<file path="src/design/balanced_tree_floor_search_assert.svh">
// Assertion macros for the balanced tree floor search block.
`ifndef BALANCED_TREE_FLOOR_SEARCH_ASSERT_SVH
`define BALANCED_TREE_FLOOR_SEARCH_ASSERT_SVH
// Implication checked every clock edge, off during reset.
`define BTFS_ASSERT_IMP(label, ante, cons, msg) \
  label: assert property (@(posedge clk_i) disable iff (!rst_ni) (ante) |-> (cons)) \
    else $error(msg);
// Next-cycle implication, off during reset.
`define BTFS_ASSERT_NXT(label, ante, cons, msg) \
  label: assert property (@(posedge clk_i) disable iff (!rst_ni) (ante) |=> (cons)) \
    else $error(msg);
`endif

</file>
<file path="src/design/btfs_ram.sv">
// Generic single-port-write, single-read RAM with registered read data.
module btfs_ram #(
  parameter int unsigned Width = 8,
  parameter int unsigned Depth = 16
) (
  input  logic                     clk_i,
  input  logic                     we_i,
  input  logic [$clog2(Depth)-1:0] waddr_i,
  input  logic [Width-1:0]         wdata_i,
  input  logic [$clog2(Depth)-1:0] raddr_i,
  output logic [Width-1:0]         rdata_o
);
  logic [Width-1:0] mem_q [Depth];
  always_ff @(posedge clk_i) begin
    if (we_i) mem_q[waddr_i] <= wdata_i;
    rdata_o <= mem_q[raddr_i];
  end
endmodule

</file>
<file path="config.mk">
export PLATFORM = sky130hd
export DESIGN_NAME = btfs_ram
export DESIGN_NICKNAME = d
export VERILOG_FILES = /design/src/design/balanced_tree_floor_search_assert.svh /design/src/design/btfs_ram.sv
export SDC_FILE = /design/constraint.sdc
export NUM_CORES = 1
export LEC_CHECK = 0
export CORE_ASPECT_RATIO = 1.75
export CORE_MARGIN = 2
export CORE_UTILIZATION = 55
export DETAILED_ROUTE_END_ITERATION = 10
export DONT_BUFFER_PORTS = 1
export PLACE_DENSITY = 0.7
export SLEW_MARGIN = 20
export SYNTH_ARGS = -nofsm -noshare
export SYNTH_HDL_FRONTEND = slang
export SYNTH_SLANG_ARGS = --single-unit
</file>
<file path="constraint.sdc">
create_clock -name clk_i -period 2.01 [get_ports clk_i]
set_input_delay 0.201 -clock clk_i [delete_from_list [all_inputs] [get_ports clk_i]]
set_output_delay 0.201 -clock clk_i [all_outputs]
set_load 0.05 [all_outputs]
</file>
# Yosys cells after proc, flatten, opt, wreduce, memory -nomap -nowiden
# Memories as Yosys holds them, arrays and structs flattened. A register that Yosys moved wholly into a read port is not among the register bits.
# Cells that the tools add are included.
[word_totals]
reg_bits = 0
input_bits = 18
out_inout_bits = 8
memories = 1
mem_bits_rw = 128
word_cells = 3
[classes]
mux = 2
[mem_list]
columns = ["name", "words", "width", "read_ports", "rd_ports_with_merged_regs", "wr", "line", "text"]
rows = [
  ["mem_q", 16, 8, 1, 1, 1, "btfs_ram.sv:13", "logic [Width-1:0] mem_q [Depth];"],
]
[op_table]
columns = ["cell", "n"]
rows = [
  ["$mux 1", 2],
]

# Depth between registers and ports, before layout
[depth]
ltp_word = 2
mapped_depth = 5
depth_no_buf = 3

# Worst setup path before layout
# Ideal clock, no wire load.
[synth_path]
path_type = "input port to flip-flop"
from = "input waddr_i[2]"
to = "memory mem_q[0][0] (enable)"
path_slack_ps = 316
path_stages = 2
arrival_time_ps = 1311
setup_time_ps = 383
required_time_ps = 1627
path_buffers = 0
path_cell_list = "or3b_2 nor3_1"
[synth_lines]
columns = ["item", "line", "text"]
rows = [
  ["start, declared", "btfs_ram.sv:8", "input logic [$clog2(Depth)-1:0] waddr_i,"],
  ["end, declared", "btfs_ram.sv:13", ""],
]
# Straight into the memory's write port.

==> flow_summary.yaml <==
place:
  place_area_sq_um: 5331
  dp.cells: 355
  port_buffers: 0
  dp_hpwl_um: 6037
  globalplace.congestion: 0.7267
  post-place-ws_ps: 562.2
detailed_routing:
  wl_um: 9580
  ant_nets: 0
  vias_per_cell: 5.919
  post-route-drc-count: 0
  vias: 2338
  drtIter0Drc: 216
  routedWlPerCell_um: 24.25
  drtPass1Iterations: 4
clock_tree:
  clock_latency_ps: 410
  tritoncts: "done"
  numCtsBuffers: 17
  ctsResizeCount: 0
  clock_sinks: 136
  cts_buffer_depth: 2
  cts.htree.levels: 4
  root_buffer: "clkbuf_16"
  path_clk_slew_ps: 60
power:
  pwr-share-seq_pct: 52.3
  power_density_nw_per_um2: 1050
  power_leakage_nw: 1.976
  p_switching_mw: 1.204
  netSwitchingFraction_pct: 19.30
  clkPwrFrac_pct: 44.3
  report.power.total_mw: 6.240
  power_frac_comb_pct: 3.4
  ir_drop_v: 0.0007518
  p_int_mw: 5.036
finish:
  nNetsFinal: 280
  drive_gt1_share_pct: 21.45
  n_fill_cell: 657
  final_common_cell: "edfxtp_1"
  instances_no_fill: 395
  final_cell_mix: "edfxtp_1, mux4_2, clkbuf_16"
  antenna_cells: 0
  area_delta_synth_final_pct: 15.48
  final_area_sq_um: 5944
  final_util_pct: 65.37
logic_synthesis:
  synth_seq_cells: 136
  ys_types: 19
  ys_seq_area_share_pct: 77.78
  avgSynthCellArea_sq_um: 22.48
  ys_warn_count: 0
  netlist_area_sq_um: 5147
  synthesis.instances: 229
  synth_nets: 247
die:
  initial_core_util_pct: 56.60
  die-area_sq_um: 10180
  coreArea_sq_um: 9094
  row_count: 46
  die_h_um: 132.0
  top_level_ports: 26
  die_w_um: 77.13
worst_setup_path:
  cp_data_arrival_time_ps: 1620
  end_kind: "register"
  critical_path_required_ps: 2300
  cp-start-kind: "register"
  path_class: "register to register"
  cp_max_fo: 1
sta:
  relSlewSlack_pct: 46.15
  finalHoldViolCount: 0
  min_period_ps: 1333
  final.setup.worst_slack_ps: 676.9
  hold_slack_ps: 99.18
  tightest_slew_ps: 804.8
  fin_worst_skew_ps: 10.73
  fin_crit_sh_pct: 66.33
  setup_viol: 0
  clock.fmax_mhz: 750.1
  slew_viol_final: 0
  rsz0062_at_grt: "false"
  fin_setup_tns_ps: 0
global_routing:
  grt_pass1_wl_um: 14630
  grt.total_usage_pct: 20.69
  gr-total-overflow: 0
  antenna_found_initial: 0
  grt_pass1_vias: 2450
  grt_max_degree: 33
outcome:
  status: "finished, final reports clean"
flow_run:
  cap_violations: 0
hold_path:
  holdCritPathClass: "primary input to register"
-- state kept, by name, summed over array words and instances (netlist names) --
signal,flops
mem_q,128
rdata_o,8
-- cells by family (layout without fill, tap and decap cells) --
family	after synthesis	after routing	synth area share, %
DFF	136	136	77.78
muxes	32	32	15.02
AOI/OAI and AO/OA	16	16	2.334
and+or+nand+nor	35	35	3.184
buffers and inverters	10	56	1.677
-- power by group through the flow --
stage	Combinational [mW]	Sequential [mW]	Clock (mW)
after floorplan	0.161	3.31	0
after global placement	0.167	3.32	0
after detailed placement	0.171	3.32	0
after CTS	0.218	3.26	2.83
after global routing	0.235	3.27	2.95
final	0.214	3.26	2.76
-- critical path: stages (launching register included) --
cell and delay [ps]:
edfxtp_1 350, mux4_1 520, a22oi_1 270, nand2_1 80
-- worst paths after layout --
kind,startpoint,slack [ps],cells past startpoint,end
worst max-delay path,mem_q[9][3],680,3,rdata_o[3]
worst min-delay path,raddr_i[1],100,3,rdata_o[2]
worst max register to register,mem_q[9][3],680,3,rdata_o[3]
worst min register to register,mem_q[14][4],670,3,rdata_o[4]
-- cells in the mapped netlist --
master             n  area share, %
and2b_1            1           0.15
buf_2              3           0.29
nand3b_1           2           0.29
mux4_2            18            7.9
or3b_2             1           0.17
nand2b_1           2           0.24
nor2_1            13           0.95
buf_6              3           0.66
nor3_1             4           0.39
nand2_1            9           0.66
dfxtp_1            8            3.1
mux4_1            14            7.1
clkdlybuf4s25_2    3           0.58
a22oi_1           16            2.3
buf_4              1           0.15
nor2b_1            1           0.12
nand3_1            1          0.097
edfxtp_1         128             75
and2_1             1           0.12
-- area by class of cell --
type / count / area (sq um) / share of cell area [%]
clock buffers: 27 / 483.0 / 8.125
clock inverters: 5 / 50.05 / 0.8419
multi-input cells: 83 / 1057 / 17.79
flip-flops and latches: 136 / 4004 / 67.35
well taps: 120 / 150.1 / 2.526
repair buffers: 24 / 200.2 / 3.368
-- metal layers --
metal  share of wire, %  track usage [%]
met1                 39            25.83
met2                 54            32.95
met3                5.6            7.397
met4                1.2            8.730
met5                  0                0
-- what timing repair did --
item                      in CTS  in global routing
hold buffers                   8                  0
hold endpoints to repair     128                  0
setup buffers                  0                  0
(Power assumes the default switching activity.)
