**config.mk**
```make
export PLATFORM = sky130hd
export DESIGN_NAME = btfs_ctrl
export DESIGN_NICKNAME = d
export VERILOG_FILES = /design/src/design/balanced_tree_floor_search_assert.svh /design/src/design/btfs_pkg.sv /design/src/design/btfs_ctrl.sv
export SDC_FILE = /design/constraint.sdc
export NUM_CORES = 1
export LEC_CHECK = 0
export ABC_CLOCK_PERIOD_IN_PS = 6200
export BUFFER_PORTS_ARGS = -buffer_cell sky130_fd_sc_hd__buf_2
export CAP_MARGIN = 10
export CORE_MARGIN = 5
export CORE_UTILIZATION = 53
export DETAILED_ROUTE_END_ITERATION = 12
export GPL_TIMING_DRIVEN = 1
export PLACE_DENSITY = 0.84
export SYNTH_ARGS = -nofsm -noshare
export SYNTH_HDL_FRONTEND = slang
export SYNTH_SLANG_ARGS = --single-unit
```
**constraint.sdc**
```tcl
create_clock -name clk_i -period 6.2 [get_ports clk_i]
set_input_delay 1.24 -clock clk_i [delete_from_list [all_inputs] [get_ports clk_i]]
set_output_delay 1.24 -clock clk_i [all_outputs]
set_load 0.005 [all_outputs]
```
**src/design/balanced_tree_floor_search_assert.svh**
```systemverilog
// Assertion macros for the balanced tree floor search block.
`ifndef BALANCED_TREE_FLOOR_SEARCH_ASSERT_SVH
`define BALANCED_TREE_FLOOR_SEARCH_ASSERT_SVH
// Implication checked every clock edge, off during reset.
`define BTFS_ASSERT_IMP(label, ante, cons, msg) \
  label: assert property (@(posedge clk_i) disable iff (!rst_ni) (ante) |-> (cons)) \
    else $error(msg);
// Next-cycle implication, off during reset.
`define BTFS_ASSERT_NXT(label, ante, cons, msg) \
  label: assert property (@(posedge clk_i) disable iff (!rst_ni) (ante) |=> (cons)) \
    else $error(msg);
`endif

```
**src/design/btfs_pkg.sv**
```systemverilog
// Package: sizes, codes and the node word layout of the floor search block.
package btfs_pkg;
  localparam int unsigned MaxUnique  = 1024;
  localparam int unsigned TreeNodes  = 2047;
  localparam int unsigned StackDepth = 24;
  localparam int unsigned ScoreLimit = 1000000;

  localparam int unsigned UW = $clog2(MaxUnique);
  localparam int unsigned FW = $clog2(MaxUnique + 1);
  localparam int unsigned TW = $clog2(TreeNodes);
  localparam int unsigned SW = $clog2(StackDepth);
  localparam int unsigned SCW = $clog2(StackDepth + 1);
  localparam int unsigned VW = 20;
  localparam int unsigned CW = 16;
  // position arithmetic width, holds 2p+2 for any p < TreeNodes
  localparam int unsigned PW = TW + 2;

  typedef enum logic [1:0] {
    ModeLoad  = 2'd0,
    ModeBuild = 2'd1,
    ModeQuery = 2'd2,
    ModeClear = 2'd3
  } mode_e;

  typedef enum logic [1:0] {
    StOk      = 2'd0,
    StOrder   = 2'd1,
    StFull    = 2'd2,
    StMissing = 2'd3
  } status_e;

  // list entry: value, copies
  typedef struct packed {
    logic [VW-1:0] value;
    logic [CW-1:0] copies;
  } uentry_t;

  // tree node word
  typedef struct packed {
    logic          has_l;
    logic          has_r;
    logic [VW-1:0] value;
    logic [CW-1:0] copies;
  } tnode_t;

  // build range {lo, hi, pos}
  typedef struct packed {
    logic [FW-1:0] lo;
    logic [FW-1:0] hi;
    logic [TW-1:0] pos;
  } span_t;
endpackage

```
**src/design/btfs_ctrl.sv**
```systemverilog
// Sequencer: load, build walk over the range stack, floor query descent.
module btfs_ctrl import btfs_pkg::*; (
  input  logic            clk_i,
  input  logic            rst_ni,
  input  logic            in_valid_i,
  output logic            in_ready_o,
  input  logic [1:0]      mode_i,
  input  logic [VW-1:0]   score_i,
  output logic            out_valid_o,
  input  logic            out_ready_i,
  output logic [1:0]      status_o,
  output logic [TW-1:0]   node_index_o,
  output logic [VW-1:0]   node_value_o,
  output logic [CW-1:0]   node_count_o,
  output logic [FW-1:0]   unique_total_o,
  // list memory
  output logic            u_we_o,
  output logic [UW-1:0]   u_waddr_o,
  output uentry_t         u_wdata_o,
  output logic [UW-1:0]   u_raddr_o,
  input  uentry_t         u_rdata_i,
  // tree memory
  output logic            t_we_o,
  output logic [TW-1:0]   t_waddr_o,
  output tnode_t          t_wdata_o,
  output logic [TW-1:0]   t_raddr_o,
  input  tnode_t          t_rdata_i,
  // stack memory
  output logic            s_we_o,
  output logic [SW-1:0]   s_waddr_o,
  output span_t           s_wdata_o,
  output logic [SW-1:0]   s_raddr_o,
  input  span_t           s_rdata_i,
  output logic            busy_o
);
  typedef enum logic [7:0] {
    SIdle  = 8'b00000001,
    SLoad  = 8'b00000010,
    SPop   = 8'b00000100,
    SSpan  = 8'b00001000,
    SMid   = 8'b00010000,
    SNode  = 8'b00100000,
    SQry   = 8'b01000000,
    SOut   = 8'b10000000
  } state_e;

  state_e          state_q, state_d;
  logic [FW-1:0]   fill_q, fill_d;
  logic            ready_q, ready_d;
  logic [VW-1:0]   tgt_q, tgt_d;
  logic [SCW-1:0]  sp_q, sp_d;
  span_t           span_q, span_d;
  logic [FW-1:0]   mid_q, mid_d;
  logic [TW-1:0]   cur_q, cur_d;
  logic            found_q, found_d;
  logic [TW-1:0]   best_q, best_d;
  logic [VW-1:0]   bval_q, bval_d;
  logic [CW-1:0]   bcnt_q, bcnt_d;
  logic            pushr_q, pushr_d;
  logic            vld_q, vld_d;
  logic [1:0]      st_q, st_d;
  logic [TW-1:0]   oidx_q, oidx_d;
  logic [VW-1:0]   oval_q, oval_d;
  logic [CW-1:0]   ocnt_q, ocnt_d;

  logic [VW-1:0]   clamped;
  logic [PW-1:0]   lpos, rpos, qlpos, qrpos;
  logic [FW:0]     midsum;
  logic            left_ok, right_ok;

  assign clamped = (score_i > VW'(ScoreLimit)) ? VW'(ScoreLimit) : score_i;
  assign in_ready_o = (state_q == SIdle) && !vld_q;
  assign out_valid_o = vld_q;
  assign status_o = st_q;
  assign node_index_o = oidx_q;
  assign node_value_o = oval_q;
  assign node_count_o = ocnt_q;
  assign unique_total_o = fill_q;
  assign busy_o = state_q != SIdle;

  assign midsum = {1'b0, span_q.lo} + {1'b0, span_q.hi};
  assign lpos = PW'({span_q.pos, 1'b1});
  assign rpos = PW'({span_q.pos, 1'b0}) + PW'(2);
  assign qlpos = PW'({cur_q, 1'b1});
  assign qrpos = PW'({cur_q, 1'b0}) + PW'(2);
  assign left_ok = (span_q.lo < mid_q) && (lpos < PW'(TreeNodes))
                   && (sp_q < SCW'(StackDepth));
  assign right_ok = (mid_q + FW'(1) < span_q.hi) && (rpos < PW'(TreeNodes))
                    && ((sp_q + SCW'(left_ok)) < SCW'(StackDepth));

  always_comb begin
    state_d = state_q; fill_d = fill_q; ready_d = ready_q;
    tgt_d = tgt_q; sp_d = sp_q; span_d = span_q; mid_d = mid_q; cur_d = cur_q;
    found_d = found_q; best_d = best_q; bval_d = bval_q; bcnt_d = bcnt_q;
    pushr_d = pushr_q; vld_d = vld_q; st_d = st_q; oidx_d = oidx_q;
    oval_d = oval_q; ocnt_d = ocnt_q;
    u_we_o = 1'b0; u_waddr_o = '0; u_wdata_o = '0;
    u_raddr_o = UW'(fill_q - FW'(1));
    t_we_o = 1'b0; t_waddr_o = span_q.pos; t_wdata_o = '0; t_raddr_o = cur_q;
    s_we_o = 1'b0; s_waddr_o = sp_q[SW-1:0]; s_wdata_o = '0;
    s_raddr_o = SW'(sp_q - SCW'(1));
    if (vld_q && out_ready_i) vld_d = 1'b0;
    case (state_q)
      SIdle: begin
        if (in_valid_i && in_ready_o) begin
          tgt_d = clamped;
          oidx_d = '0; oval_d = '0; ocnt_d = '0; st_d = StOk;
          case (mode_e'(mode_i))
            ModeLoad: state_d = SLoad;
            ModeBuild: begin
              if (fill_q == '0) begin
                ready_d = 1'b0; st_d = StMissing; vld_d = 1'b1;
              end else begin
                s_we_o = 1'b1; s_waddr_o = '0;
                s_wdata_o = '{lo: '0, hi: fill_q, pos: '0};
                sp_d = SCW'(1); state_d = SPop;
              end
            end
            ModeQuery: begin
              if (!ready_q) begin
                st_d = StMissing; vld_d = 1'b1;
              end else begin
                cur_d = '0; t_raddr_o = '0; found_d = 1'b0; state_d = SQry;
              end
            end
            default: begin
              fill_d = '0; ready_d = 1'b0; vld_d = 1'b1;
            end
          endcase
        end
      end
      SLoad: begin
        // last entry read data is available now
        if (fill_q != '0 && tgt_q < u_rdata_i.value) begin
          st_d = StOrder;
        end else if (fill_q != '0 && tgt_q == u_rdata_i.value) begin
          u_we_o = 1'b1; u_waddr_o = UW'(fill_q - FW'(1));
          u_wdata_o.value = tgt_q;
          u_wdata_o.copies = (&u_rdata_i.copies) ? u_rdata_i.copies
                                                 : u_rdata_i.copies + CW'(1);
          ready_d = 1'b0;
        end else if (fill_q >= FW'(MaxUnique)) begin
          st_d = StFull;
        end else begin
          u_we_o = 1'b1; u_waddr_o = UW'(fill_q);
          u_wdata_o.value = tgt_q; u_wdata_o.copies = CW'(1);
          fill_d = fill_q + FW'(1); ready_d = 1'b0;
        end
        vld_d = 1'b1; state_d = SIdle;
      end
      SPop: begin
        // stack read issued by default address
        if (sp_q == '0) begin
          ready_d = 1'b1; st_d = StOk; vld_d = 1'b1; state_d = SIdle;
        end else begin
          sp_d = sp_q - SCW'(1); state_d = SSpan;
        end
      end
      SSpan: begin
        span_d = s_rdata_i;
        state_d = SMid;
      end
      SMid: begin
        // ranges pushed are always nonempty and in bounds
        mid_d = midsum[FW:1];
        u_raddr_o = UW'(midsum[FW:1]);
        pushr_d = 1'b0;
        state_d = SNode;
      end
      SNode: begin
        if (!pushr_q) begin
          t_we_o = 1'b1; t_waddr_o = span_q.pos;
          t_wdata_o = '{has_l: left_ok, has_r: right_ok,
                        value: u_rdata_i.value, copies: u_rdata_i.copies};
          if (left_ok) begin
            s_we_o = 1'b1; s_waddr_o = sp_q[SW-1:0];
            s_wdata_o = '{lo: span_q.lo, hi: mid_q, pos: TW'(lpos)};
            sp_d = sp_q + SCW'(1);
          end
          if (right_ok) begin
            pushr_d = 1'b1;
            span_d.lo = mid_q + FW'(1); span_d.pos = TW'(rpos);
          end else begin
            state_d = SPop;
          end
        end else begin
          s_we_o = 1'b1; s_waddr_o = sp_q[SW-1:0]; s_wdata_o = span_q;
          sp_d = sp_q + SCW'(1); state_d = SPop;
        end
      end
      SQry: begin
        state_d = SOut;
      end
      SOut: begin
        // node word of cur_q is on the read port
        t_raddr_o = cur_q;
        if (t_rdata_i.value == tgt_q) begin
          st_d = StOk; oidx_d = cur_q; oval_d = t_rdata_i.value;
          ocnt_d = t_rdata_i.copies; vld_d = 1'b1; state_d = SIdle;
        end else if (t_rdata_i.value > tgt_q) begin
          if (t_rdata_i.has_l) begin
            cur_d = TW'(qlpos); t_raddr_o = TW'(qlpos); state_d = SQry;
          end else begin
            st_d = found_q ? StOk : StMissing;
            oidx_d = found_q ? best_q : '0;
            oval_d = found_q ? bval_q : '0;
            ocnt_d = found_q ? bcnt_q : '0;
            vld_d = 1'b1; state_d = SIdle;
          end
        end else begin
          if (t_rdata_i.has_r) begin
            found_d = 1'b1; best_d = cur_q; bval_d = t_rdata_i.value;
            bcnt_d = t_rdata_i.copies;
            cur_d = TW'(qrpos); t_raddr_o = TW'(qrpos); state_d = SQry;
          end else begin
            st_d = StOk; oidx_d = cur_q; oval_d = t_rdata_i.value;
            ocnt_d = t_rdata_i.copies; vld_d = 1'b1; state_d = SIdle;
          end
        end
      end
      default: state_d = SIdle;
    endcase
  end

  // SQry: tree read was issued the cycle before; SQry waits, then SOut compares
  always_ff @(posedge clk_i or negedge rst_ni) begin
    if (!rst_ni) begin
      state_q <= SIdle; fill_q <= '0; ready_q <= 1'b0; vld_q <= 1'b0;
      sp_q <= '0; pushr_q <= 1'b0; found_q <= 1'b0;
    end else begin
      state_q <= state_d; fill_q <= fill_d; ready_q <= ready_d; vld_q <= vld_d;
      sp_q <= sp_d; pushr_q <= pushr_d; found_q <= found_d;
    end
  end

  always_ff @(posedge clk_i) begin
    tgt_q <= tgt_d; span_q <= span_d; mid_q <= mid_d;
    cur_q <= cur_d; best_q <= best_d; bval_q <= bval_d; bcnt_q <= bcnt_d;
    st_q <= st_d; oidx_q <= oidx_d; oval_q <= oval_d; ocnt_q <= ocnt_d;
  end
endmodule

```
# Word level (Yosys, flattened, before mapping)
# Cells that the tools add are included.
[classes]
order_cmp = 10
reduce_logical = 34
mul = 0
addsub = 10
n_shift = 0
n_eq_ne = 41
n_mux = 137
n_div = 0
n_bitwise = 2
[ops]
columns = ["op", "count"]
rows = [
  ["$mux W11", 22],
  ["$mux W36", 4],
  ["$mux W20", 6],
  ["$mux W16", 7],
  ["$pmux W11 S2", 5],
  ["$mux W38", 2],
  ["$mux W22", 3],
  ["$mux W33", 2],
  ["$pmux W33 S2", 1],
  ["$mux W8", 7],
  ["$pmux W8 S7", 1],
  ["$mux W10", 5],
  ["$mux W5", 10],
  ["$eq A20 B20 Y1", 2],
  ["$pmux W20 S2", 1],
  ["$mux W1", 34],
  ["$pmux W16 S2", 1],
  ["$ne A2 B2 Y1 const B", 14],
  ["$mux W2", 12],
  ["$ne A3 B3 Y1 const B", 8],
  ["$pmux W8 S3", 1],
  ["$add A11 B1 Y11 const B", 2],
  ["$lt A11 B11 Y1", 2],
  ["$reduce_and A7 Y1", 3],
  ["other kinds (55)", 79],
]
[totals]
latch_bits = 0
wordCells = 254
in_bits = 133
reg_bits = 199
mem_count = 0
mem_bits_rw = 0
out_inout_bits = 225
romBits = 0

# Logic depth before layout (Yosys ltp)
# Gate-level depths: netlist of the first run.
[depth]
depth_word = 9
mapped_depth = 12
ltp_nobuf = 12

# Least setup slack after synthesis of the first run
# No wires, ideal clock.
[synth_path]
path_kind = "input to register"
startpoint = "input t_rdata_i[17] in the netlist's numbering"
endpoint = "register ocnt_q[0], in the netlist node_count_o[0] (enable)"
path_stages = 9
setup_ns = 0.467
path_buffers = 1
required_ns = 5.733
t_arrival_ns = 5.209
slack_ns = 0.524
path_cell_list = "ha_1 -> nor2b_1 -> o211ai_1 -> a21oi_1 -> o311ai_0 -> and2_1 -> clkbuf_1 -> o21ai_0 -> a21oi_1"
[synth_between]
elab_chain_cells = 3
elab_cells_between_ends = 5
classes_between = "order compare: 1; eq/ne: 3; reduce/logical: 1"
[synth_rtl]
columns = ["element", "line", "source"]
rows = [
  ["from (decl)", "btfs_ctrl.sv:27", "input tnode_t t_rdata_i,"],
  ["$gt A20 B20 Y1 or $eq A20 B20 Y1 (tied branches)", "btfs_ctrl.sv:200, btfs_ctrl.sv:197", ""],
  ["$ne A4 B4 Y1 (no source line)", "--", ""],
  ["$reduce_and A4 Y1 (no source line) (*)", "--", ""],
  ["to (signal assigned)", "btfs_ctrl.sv:239", "st_q <= st_d; oidx_q <= oidx_d; oval_q <= oval_d; ocnt_q <= ocnt_d;"],
  ["to (decl)", "btfs_ctrl.sv:64", "logic [CW-1:0] ocnt_q, ocnt_d;"],
]
# Every way passes the cells marked *; elsewhere a longest branch is shown, timed or not.
# A chain may end at the register's enable or synchronous reset.

==> summary.md, run 1 <==
| Metric | Value |
|---|---|
| Synthesis-to-finish area growth | `20.8%` |
| Gpl congestion | `about 0.94` |
| TritonCTS clock tree | `yes` |
| Post-CTS setup buffers | `0` |
| Worst setup SP type | `input port` |
| Min Tclk post-route | `5.38 ns` |
| Largest area contributor in the netlist | `edfxtp_1` |
| Nets@finish | `about 1800` |
| WL/cell | `around 20 um` |
| Layout cell share with drive strength beyond 1 | `a little over a quarter` |
| R2R depth | `10` |
| Clock Skew | `0.0171 ns` |
| Rows | `56` |
| Setup crit end kind | `output pin` |
| Slew at the pin closest to its max-slew limit | `1.00 ns` |
| Via count | `~11000` |
| DRT iter0 DRCs | `between 1000 and 1500` |
| Die Wd | `roughly 160 um` |
| Period utilization | `86.8%` |
| Top-count cell post-synth | `edfxtp_1` |
| I/O Buffers | `357` |
| Area of the die | `~27000 um2` |
| Die Height | `roughly 160 um` |
| Final Util | `about two thirds` |
| Total Routing Usage GR | `27.1%` |
| Yosys warns | `0` |
| # fillers | `around 1900` |
| RSZ-0062 raised after global routing | `false` |
| Endpoints failing setup | `0` |
| Peak supply drop | `about 160 uV` |
| CTS Sinks | `about 200` |
| FFs w/ async S/R, synth | `between 10% and 20%` |
| Starting Density | `53.7%` |
| Crit Reg-Reg Startpoint | `tgt_q[1]` |
| Hold Buf Count CTS | `0` |
| Hold Vio Cnt, Final | `0` |
| Core area | `23400 um2` |
| Max Cap Viol | `0` |
| Yosys top cell area share | `38.2%` |
| Mapped Nets | `1500` |
| Total grt overflow | `0` |
| Pwr Density | `about 290 nW/um2` |
| Synth unique cells | `85` |
| CTS resizes | `0` |
| Setup TNS | `0 ns` |
| Fmax | `about 0.19 GHz` |
| Worst R2R End | `node_value_o[5]` |
| Reg-to-reg setup timing slack | `around 1.9 ns` |
| CTS max path bufs | `2` |
| H-Tree Level Count | `4` |
| Netlist Area Pre-Place | `about 13000 um2` |
| Routed WL | `approximately 38000 um` |
| Clock Latency Late Sink | `around 0.45 ns` |
| Drt pass-1 iters | `7` |
| Critical path endpoint | `u_wdata_o[16]` |
| DRC Markers | `0` |
| CP required | `between 4 and 5 ns` |
| Syn Inst Count | `1281` |
| WP data arrival | `a little over 4 ns` |
| Top FF cell, synth | `edfxtp_1` |
| Worst slew margin | `approximately a third` |
| Leak Pwr | `~7.1 nW` |
| Post-route antenna net violation count | `0` |
| Worst-path maximum fanout | `28` |
| DP HPWL | `between 20000 and 30000 um` |
| Via/cell ratio | `between 5 and 6` |
| First-pass GRT wire length | `between 50000 and 60000 um` |
| CTS Buf Count | `17` |
| Crit path from | `u_rdata_i[35]` |
| Initial antenna violation count | `2` |
| Vias in the first global route | `roughly 11000` |
| Largest cells by area after synthesis | `edfxtp_1 (38%), ha_1 (8.5%), dfrtp_1 (5.4%)` |
| Pin count of the biggest net entering global routing | `about 50` |
| Worst-path clk slew | `0.08 ns` |
| HP Class | `register to register` |
| Seq/Total Area, Yosys | `between 40% and 50%` |
| Final slew viol count | `0` |
| Status | `complete, no violations` |
| Setup CP Type | `input port to output pin` |
| Top-Level Pins | `358` |
| Commonest cells post-synth | `edfxtp_1 (160), nand2_1 (113), nor2_1 (110)` |
| EDFF count, synth | `160` |
| CTS Root Cell | `clkbuf_16` |
| Mean Syn Cell Area | `between 9 and 10 um2` |
| Yosys reg bits | `approximately 200` |
power breakdown:
part           switching (mW)  internal, mW  total (mW)  leakage [nW]
clock                   0.636         0.583        1.22         0.321
combinational           0.790         0.517        1.31          4.79
sequential              0.168          1.69        1.86          1.95
total                    1.59          2.79        4.39          7.06
routing by layer:
| layer | global-route usage [%] | share of wire [%] | wire, um | up-vias |
|---|---|---|---|---|
| met5 | 0 | 0 | 0 | - |
| met4 | 9.57 | 3.3 | 1260 | 0 |
| met3 | 5.42 | 8.7 | 3270 | 101 |
| met2 | 45.4 | 49 | 18400 | 599 |
| met1 | 35.2 | 39 | 14700 | 5328 |
| li1 | - | - | - | 5284 |
cell families after synthesis:
group | synth area share, %
buf+inv | 5.87
mux | 0.577
fa+ha+maj | 8.62
xor+xnor | 4.60
flops | 45.5
simple gates | 19.5
compound gates | 15.3
cells in the final DEF, fill, tap and decap left out, types with 5 or more instances in the layout:
master and count:
a222oi_1 8, nand2b_1 12, o21ai_0 44, xnor2_1 37, o21a_1 7, nand2_1 113
edfxtp_1 160, a22o_1 60, ha_1 85, nor2_1 110, dfxtp_1 11, nor2b_1 6
nor4_1 11, buf_2 358, or2_2 5, nand3_1 44, nor3_1 47, and3_1 27
nor3b_1 5, inv_1 88, buf_4 14, xor2_1 29, clkbuf_16 17, mux2i_1 5
o31ai_1 6, and2_1 35, or3_1 6, a21o_1 14, nand4_1 26, a31oi_1 10
a221o_1 5, a21oi_1 50, dfrtp_1 27
state kept, by name (all words and copies together) (netlist names):
name and count:
bcnt_q 16, best_q 11, bval_q 20, cur_q 11, found_q 1, lpos 11, mid_q 11, node_count_o 16
node_index_o 11, node_value_o 20, out_valid_o 1, pushr_q 1, ready_q 1, sp_q 5, span_q 22, state_q 8
status_o 2, tgt_q 20, unique_total_o 11
critical path, cell delays in order:
cell     delay (ns)
buf_2          0.07
inv_1          0.05
ha_1           0.36
nand4_1        0.24
or4_1          0.62
or3_1          0.36
buf_4          0.21
a21o_1         0.54
nor2_1         0.27
buf_2          0.15
cell type report:
cell class                 count  area, um2  share of cell area, %
inverter                      90        338                   2.22
antenna                        4       10.0                 0.0659
multi-input combinational    904       6150                   40.5
clock inverter                15        236                   1.56
sequential                   199       5730                   37.7
tap                          319        399                   2.63
timing repair buffer         372       1900                   12.5
clock buffer                  17        425                   2.80
worst min-delay path by stage:
stage                          from          to  depth (start not counted)  slack [ns]
after global routing      cur_q[10]  best_q[10]                          0        0.53
final                     cur_q[10]  best_q[10]                          0        0.51
after detailed placement  cur_q[10]  best_q[10]                          0        0.49
after global placement      found_q     found_q                          1        0.48
after CTS                 cur_q[10]  best_q[10]                          0        0.50
after floorplan            cur_q[5]   best_q[5]                          0        0.40
stage by stage:
| stage | total power, mW | hold slack, ns | instances | setup slack [ns] | instance area [um2] |
|---|---|---|---|---|---|
| floorplan | 2.62 | 0.403 | 1281 | 0.524 | 12600 |
| global placement | 3.14 | 0.485 | 1883 | 0.911 | 14500 |
| detailed placement | 3.19 | 0.488 | 1883 | 0.863 | 14500 |
| CTS | 4.39 | 0.504 | 1915 | 0.847 | 15200 |
| global route | 4.61 | 0.528 | 1918 | 0.620 | 15200 |
| finish | 4.39 | 0.505 | 1920 | 0.819 | 15200 |
(Power assumes the default switching activity.)
==> run 2: changes to the inputs <==
Settings changed: CORE_UTILIZATION 53 to 27, CTS_BUF_LIST from default to sky130_fd_sc_hd__clkbuf_4 sky130_fd_sc_hd__clkbuf_8, PLACE_DENSITY 0.84 to 0.5.
==> summary.md, run 2 (synthesized netlist as in run 1, its figures left out) <==
| Metric | Value |
|---|---|
| Status | `complete, no violations` |
| Die Height | `226 um (+38%)` |
| DRT iter0 DRCs | `838 (-32%)` |
| Pwr Density | `268 nW/um2 (-7.2%)` |
| Sum of buffers and inverters on the critical path | `2 (-2)` |
| Starting Density | `27.1% (-27 points)` |
| HP Class | `register to register` |
| Routed WL | `42900 um (+14%)` |
| Hold WS | `0.518 ns (+0.0127 ns)` |
| Most used cell, CP | `buf_2` |
| Min Tclk post-route | `5.34 ns (-0.0385 ns)` |
| Setup CP Type | `input port to output pin` |
| I/O Buffers | `357 (unchanged)` |
| H-Tree Level Count | `4 (unchanged)` |
| Place WS | `0.863 ns (-0.000340 ns)` |
| Most frequent cells in the layout | `buf_2 (357), edfxtp_1 (160), nand2_1 (113)` |
| Hold Vio Cnt, Final | `0 (unchanged)` |
| CTS Buf Count | `17 (unchanged)` |
| Nets@finish | `1807 (+0.22%)` |
| Vias in the first global route | `10900 (-0.37%)` |
| Setup TNS | `0 ns (unchanged)` |
| Hold Buf Count CTS | `0 (unchanged)` |
| Max Cap Viol | `0 (unchanged)` |
| CP required | `4.96 ns (about the same)` |
| Endpoints failing setup | `0 (unchanged)` |
| Total Routing Usage GR | `16.3% (-11 points)` |
| Post-route antenna net violation count | `0 (unchanged)` |
| Rows | `79 (+41%)` |
| Final slew viol count | `0 (unchanged)` |
| Total grt overflow | `0 (unchanged)` |
| Combinational Power Share | `32.5% (+2.7 points)` |
| Sw Ratio | `37.9% (+1.5 points)` |
| Slowest stage delay, CP | `0.81 ns (+0.19 ns)` |
| Max reg flops | `22 (unchanged)` |
| RSZ-0062 raised after global routing | `false` |
| Initial antenna violation count | `4 (+2)` |
| Setup crit end kind | `output pin` |
| Top-Level Pins | `358 (unchanged)` |
| Synthesis-to-finish area growth | `21.9%` |
| WP data arrival | `4.10 ns (-0.04 ns)` |
| CTS Root Cell | `clkbuf_8` |
| Core area | `46400 um2 (+98%)` |
| TritonCTS clock tree | `yes` |
| CTS resizes | `0 (unchanged)` |
| Area of the die | `51000 um2 (+90%)` |
| Worst-path maximum fanout | `12 (-57%)` |
| Gpl congestion | `0.885 (-5.8%)` |
| Leak Pwr | `6.96 nW (-1.4%)` |
| Psw | `1.56 mW (-2.4%)` |
| DP HPWL | `33300 um (+15%)` |
| Via/cell ratio | `4.98 (-15%)` |
| Die Wd | `226 um (+38%)` |
| Slew at the pin closest to its max-slew limit | `0.990 ns (-0.0102 ns)` |
| Pin count of the biggest net entering global routing | `59 (+20%)` |
| Clock Latency Late Sink | `0.55 ns (+0.10 ns)` |
| Reg-to-reg setup timing slack | `2.06 ns (+0.16 ns)` |
| Drt pass-1 iters | `6 (-1)` |
| CP Cell Sequence | `buf_2 > ha_1 > nor2b_1 > o211ai_1 > a21oi_1 > o311ai_2 > nand2_1 > a22o_1 > a32o_1 > buf_2` |
| WL/cell | `19.4 um (-1.0%)` |
| CTS Sinks | `199 (unchanged)` |
| Pint | `2.55 mW (-8.6%)` |
| Period utilization | `86.2% (-0.62 points)` |
| Commonest non-fill, non-tap cell in the layout | `buf_2` |
| Clk network pwr share | `21.9% (-5.9 points)` |
| Clock Skew | `0.0206 ns (+0.00347 ns)` |
| Reg power frac | `45.7% (+3.3 points)` |
| Worst-path clk slew | `0.10 ns (+0.02 ns)` |
| Post-CTS setup buffers | `0 (unchanged)` |
| Post-route setup slack | `0.858 ns (+0.0385 ns)` |
| Cell family with most CP delay | `compound AO/OA/AOI/OAI gates` |
| Largest reg by FF count | `span_q` |
| First-pass GRT wire length | `64200 um (+11%)` |
| Layout cell share with drive strength beyond 1 | `27.6% (+0.073 points)` |
| CP max-delay cell | `o311ai_2` |
| Worst setup SP type | `input port` |
| Fmax | `0.187 GHz (+0.72%)` |
| DRC Markers | `0 (unchanged)` |
| Via count | `11000 (-2.6%)` |
| Peak supply drop | `196 uV (+26%)` |
| Worst slew margin | `34.0% (+0.78 points)` |
| CTS max path bufs | `2 (unchanged)` |
-- run 2: cell count changes in the layout (fill, tap and decap cells not counted), sizes merged --
cell / before / now
inv: 100 / 97
bufinv: 0 / 1
buf: 372 / 376
clkinvlp: 0 / 1
-- run 2: area by class of cell --
type | instances | area, um2
clock buffer | 17 | 234
clock inverter | 14 | 178
fill | 4816 | 31000
timing repair buffer | 376 | 1930
inverter | 90 | 338
tap | 607 | 759
multi-input combinational | 904 | 6150
antenna | 4 | 10.0
sequential | 199 | 5730
-- run 2: final timing paths --
| check | startpoint | endpoint | depth (start not counted) |
|---|---|---|---|
| setup / recovery | t_rdata_i[17] | t_raddr_o[7] | 10 |
| hold / removal | found_q | found_q | 1 |
| setup reg to reg | state_q[3] | bcnt_q[13] | 6 |
| hold reg to reg | found_q | found_q | 1 |
| max in group asynchronous | rst_ni | sp_q[3] | 1 |
| min in group asynchronous | rst_ni | sp_q[2] | 1 |
-- run 2: power groups by stage --
stage | clock network, mW | registers [mW] | logic (mW)
final | 0.898 | 1.88 | 1.33
after global routing | 0.978 | 1.91 | 1.48
after CTS | 0.930 | 1.88 | 1.35
after detailed placement | 0 | 1.91 | 1.34
after global placement | 0 | 1.91 | 1.33
after floorplan | 0 | 1.83 | 0.788
-- run 2: metal layers --
layer  wire length (um)  vias to the layer above  global-route usage (%)
met3               3330                       59                    4.09
met1              18800                     5250                    21.6
met4               1160                        0                    5.82
met5                  0                        -                       0
li1                   -                     5289                       -
met2              19600                      417                    25.9
-- run 2: worst register-to-register path: stages (launching register included) --
cell	delay [ns]
dfrtp_1	0.45
or4_4	0.63
or4_1	0.78
a21oi_2	0.59
nand4_1	0.40
inv_2	0.66
buf_4	0.34
-- run 2: per-stage QoR --
step | total power [mW] | instances | cell area, um2 | utilization (%)
final | 4.11 | 2211 | 15300 | 33.1
after global placement | 3.24 | 2176 | 14900 | 32.2
after CTS | 4.16 | 2207 | 15300 | 33.0
after detailed placement | 3.25 | 2176 | 14900 | 32.2
after global routing | 4.37 | 2208 | 15300 | 33.1
after floorplan | 2.62 | 1281 | 12600 | -
==> run 3: changes to the inputs <==
Settings changed: CORE_ASPECT_RATIO from default to 2, CTS_BUF_LIST sky130_fd_sc_hd__clkbuf_4 sky130_fd_sc_hd__clkbuf_8 to default.
==> summary.md, run 3 (synthesized netlist as in run 1, its figures left out) <==
| Metric | Value |
|---|---|
| Top-Level Pins | `358 (unchanged)` |
| CTS Sinks | `199 (unchanged)` |
| Most used cell, CP | `buf_2` |
| Worst setup SP type | `input port` |
| H-Tree Level Count | `4 (unchanged)` |
| Max reg flops | `22 (unchanged)` |
| Routed WL | `45300 um (+5.5%)` |
| Max Cap Viol | `0 (unchanged)` |
| Slew at the pin closest to its max-slew limit | `1.09 ns (+0.101 ns)` |
| Total Routing Usage GR | `17.2% (+0.88 points)` |
| Total grt overflow | `0 (unchanged)` |
| Period utilization | `87.2% (+1.0 points)` |
| Post-CTS setup buffers | `0 (unchanged)` |
| First-pass GRT wire length | `66900 um (+4.3%)` |
| Leak Pwr | `7.02 nW (+0.85%)` |
| CP max-delay cell | `o311ai_2` |
| Setup TNS | `0 ns (unchanged)` |
| Clock Latency Late Sink | `0.47 ns (-0.08 ns)` |
| Rows | `112 (+42%)` |
| HP Class | `register to register` |
| Die Height | `315 um (+40%)` |
| Slowest stage delay, CP | `0.80 ns (about the same)` |
| Worst-path clk slew | `0.07 ns (-0.03 ns)` |
| Hold Buf Count CTS | `0 (unchanged)` |
| Peak supply drop | `177 uV (-9.9%)` |
| Nets@finish | `1806 (-0.055%)` |
| Pwr Density | `282 nW/um2 (+5.3%)` |
| Hold WS | `0.509 ns (-0.00887 ns)` |
| WL/cell | `20.3 um (+4.7%)` |
| Via/cell ratio | `4.93 (-1.1%)` |
| Post-route antenna net violation count | `0 (unchanged)` |
| CP Cell Sequence | `buf_2 > ha_1 > nor2b_1 > o211ai_1 > a21oi_1 > o311ai_2 > nand2_1 > a22o_1 > a32o_1 > buf_2` |
| CTS resizes | `0 (unchanged)` |
| Drt pass-1 iters | `5 (-1)` |
| Pin count of the biggest net entering global routing | `58 (-1.7%)` |
| Endpoints failing setup | `0 (unchanged)` |
| Vias in the first global route | `11000 (+0.24%)` |
| Synthesis-to-finish area growth | `23.3%` |
| Most frequent cells in the layout | `buf_2 (357), edfxtp_1 (160), nand2_1 (113)` |
| Starting Density | `27.1% (about the same)` |
| Fmax | `0.185 GHz (-1.2%)` |
| Place WS | `0.729 ns (-0.134 ns)` |
| RSZ-0062 raised after global routing | `false` |
| Total design power | `4.38 mW (+6.5%)` |
| Via count | `11000 (-0.32%)` |
| CP required | `4.96 ns (about the same)` |
| Cell family with most CP delay | `compound AO/OA/AOI/OAI gates` |
| Commonest non-fill, non-tap cell in the layout | `buf_2` |
| Non-filler cells, final | `2228 (+0.77%)` |
| Worst slew margin | `27.1% (-6.9 points)` |
| DRC Markers | `0 (unchanged)` |
| Post-DP Area | `14900 um2 (+0.20%)` |
| Setup crit end kind | `output pin` |
| I/O Buffers | `357 (unchanged)` |
| Layout cell share with drive strength beyond 1 | `27.5% (-0.045 points)` |
| Hold Vio Cnt, Final | `0 (unchanged)` |
| DP HPWL | `35500 um (+6.6%)` |
| Die Wd | `163 um (-28%)` |
| Status | `complete, no violations` |
| CTS max path bufs | `2 (unchanged)` |
| Area of the die | `51300 um2 (+0.52%)` |
| Final slew viol count | `0 (unchanged)` |
| Initial antenna violation count | `2 (-2)` |
| Gpl congestion | `0.954 (+7.8%)` |
| Clock Skew | `0.0204 ns (-0.000215 ns)` |
| TritonCTS clock tree | `yes` |
| CTS Root Cell | `clkbuf_16` |
| Min Tclk post-route | `5.41 ns (+0.0646 ns)` |
| Final Cell Area | `15500 um2 (+1.2%)` |
| Core area | `46400 um2 (about the same)` |
| Worst-path maximum fanout | `12 (unchanged)` |
| DRT iter0 DRCs | `588 (-30%)` |
| Setup CP Type | `input port to output pin` |
| Sum of buffers and inverters on the critical path | `2 (unchanged)` |
| Largest reg by FF count | `span_q` |
| Post-route setup slack | `0.793 ns (-0.0646 ns)` |
| Final Util | `33.4% (+0.37 points)` |
| WP data arrival | `4.17 ns (+0.07 ns)` |
| Placed instance count | `2195 (+0.87%)` |
| CTS Buf Count | `17 (unchanged)` |
## run 3: cell types whose count changed in the layout (fill, tap and decap cells not counted), sizes merged
cell,delta
inv,-2
buf,-1
clkinv,-1
clkinvlp,+3
diode,-2
## run 3: layer usage
metal  track usage [%]  up-vias  routed length, um
li1                  -     5277                  -
met1              22.5     5180              20100
met2              27.4      463              20500
met3              4.36       60               3370
met4              6.11        0               1280
met5                 0        -                  0
## run 3: worst paths after layout
| kind | startpoint | end | slack, ns | cells past startpoint |
|---|---|---|---|---|
| setup / recovery | t_rdata_i[17] | t_raddr_o[7] | 0.79 | 10 |
| hold / removal | found_q | found_q | 0.51 | 1 |
| setup reg to reg | state_q[3] | bcnt_q[6] | 2.22 | 6 |
| hold reg to reg | found_q | found_q | 0.51 | 1 |
| max in group asynchronous | rst_ni | unique_total_o[7] | 4.87 | 1 |
| min in group asynchronous | rst_ni | sp_q[3] | 0.84 | 1 |
## run 3: worst reg2reg max path, delay by kind of cell, from the launching register on
| kind | cells | cell delay (ns) |
|---|---|---|
| flops | 1 | 0.44 |
| compound gates | 1 | 0.56 |
| simple gates | 3 | 1.81 |
| buf+inv | 2 | 0.85 |
## run 3: cell type report
cell class	count	area [um2]
fill	4857	30900
multi-input combinational	904	6150
sequential	199	5730
timing repair buffer	375	1930
tap	627	785
clock buffer	17	425
inverter	90	338
clock inverter	14	141
antenna	2	5.00
## run 3: power by group
part / total, mW / internal, mW / leakage (nW) / switching (mW)
clock: 1.14 / 0.564 / 0.266 / 0.573
sequential: 1.86 / 1.70 / 1.95 / 0.170
combinational: 1.38 / 0.520 / 4.81 / 0.856
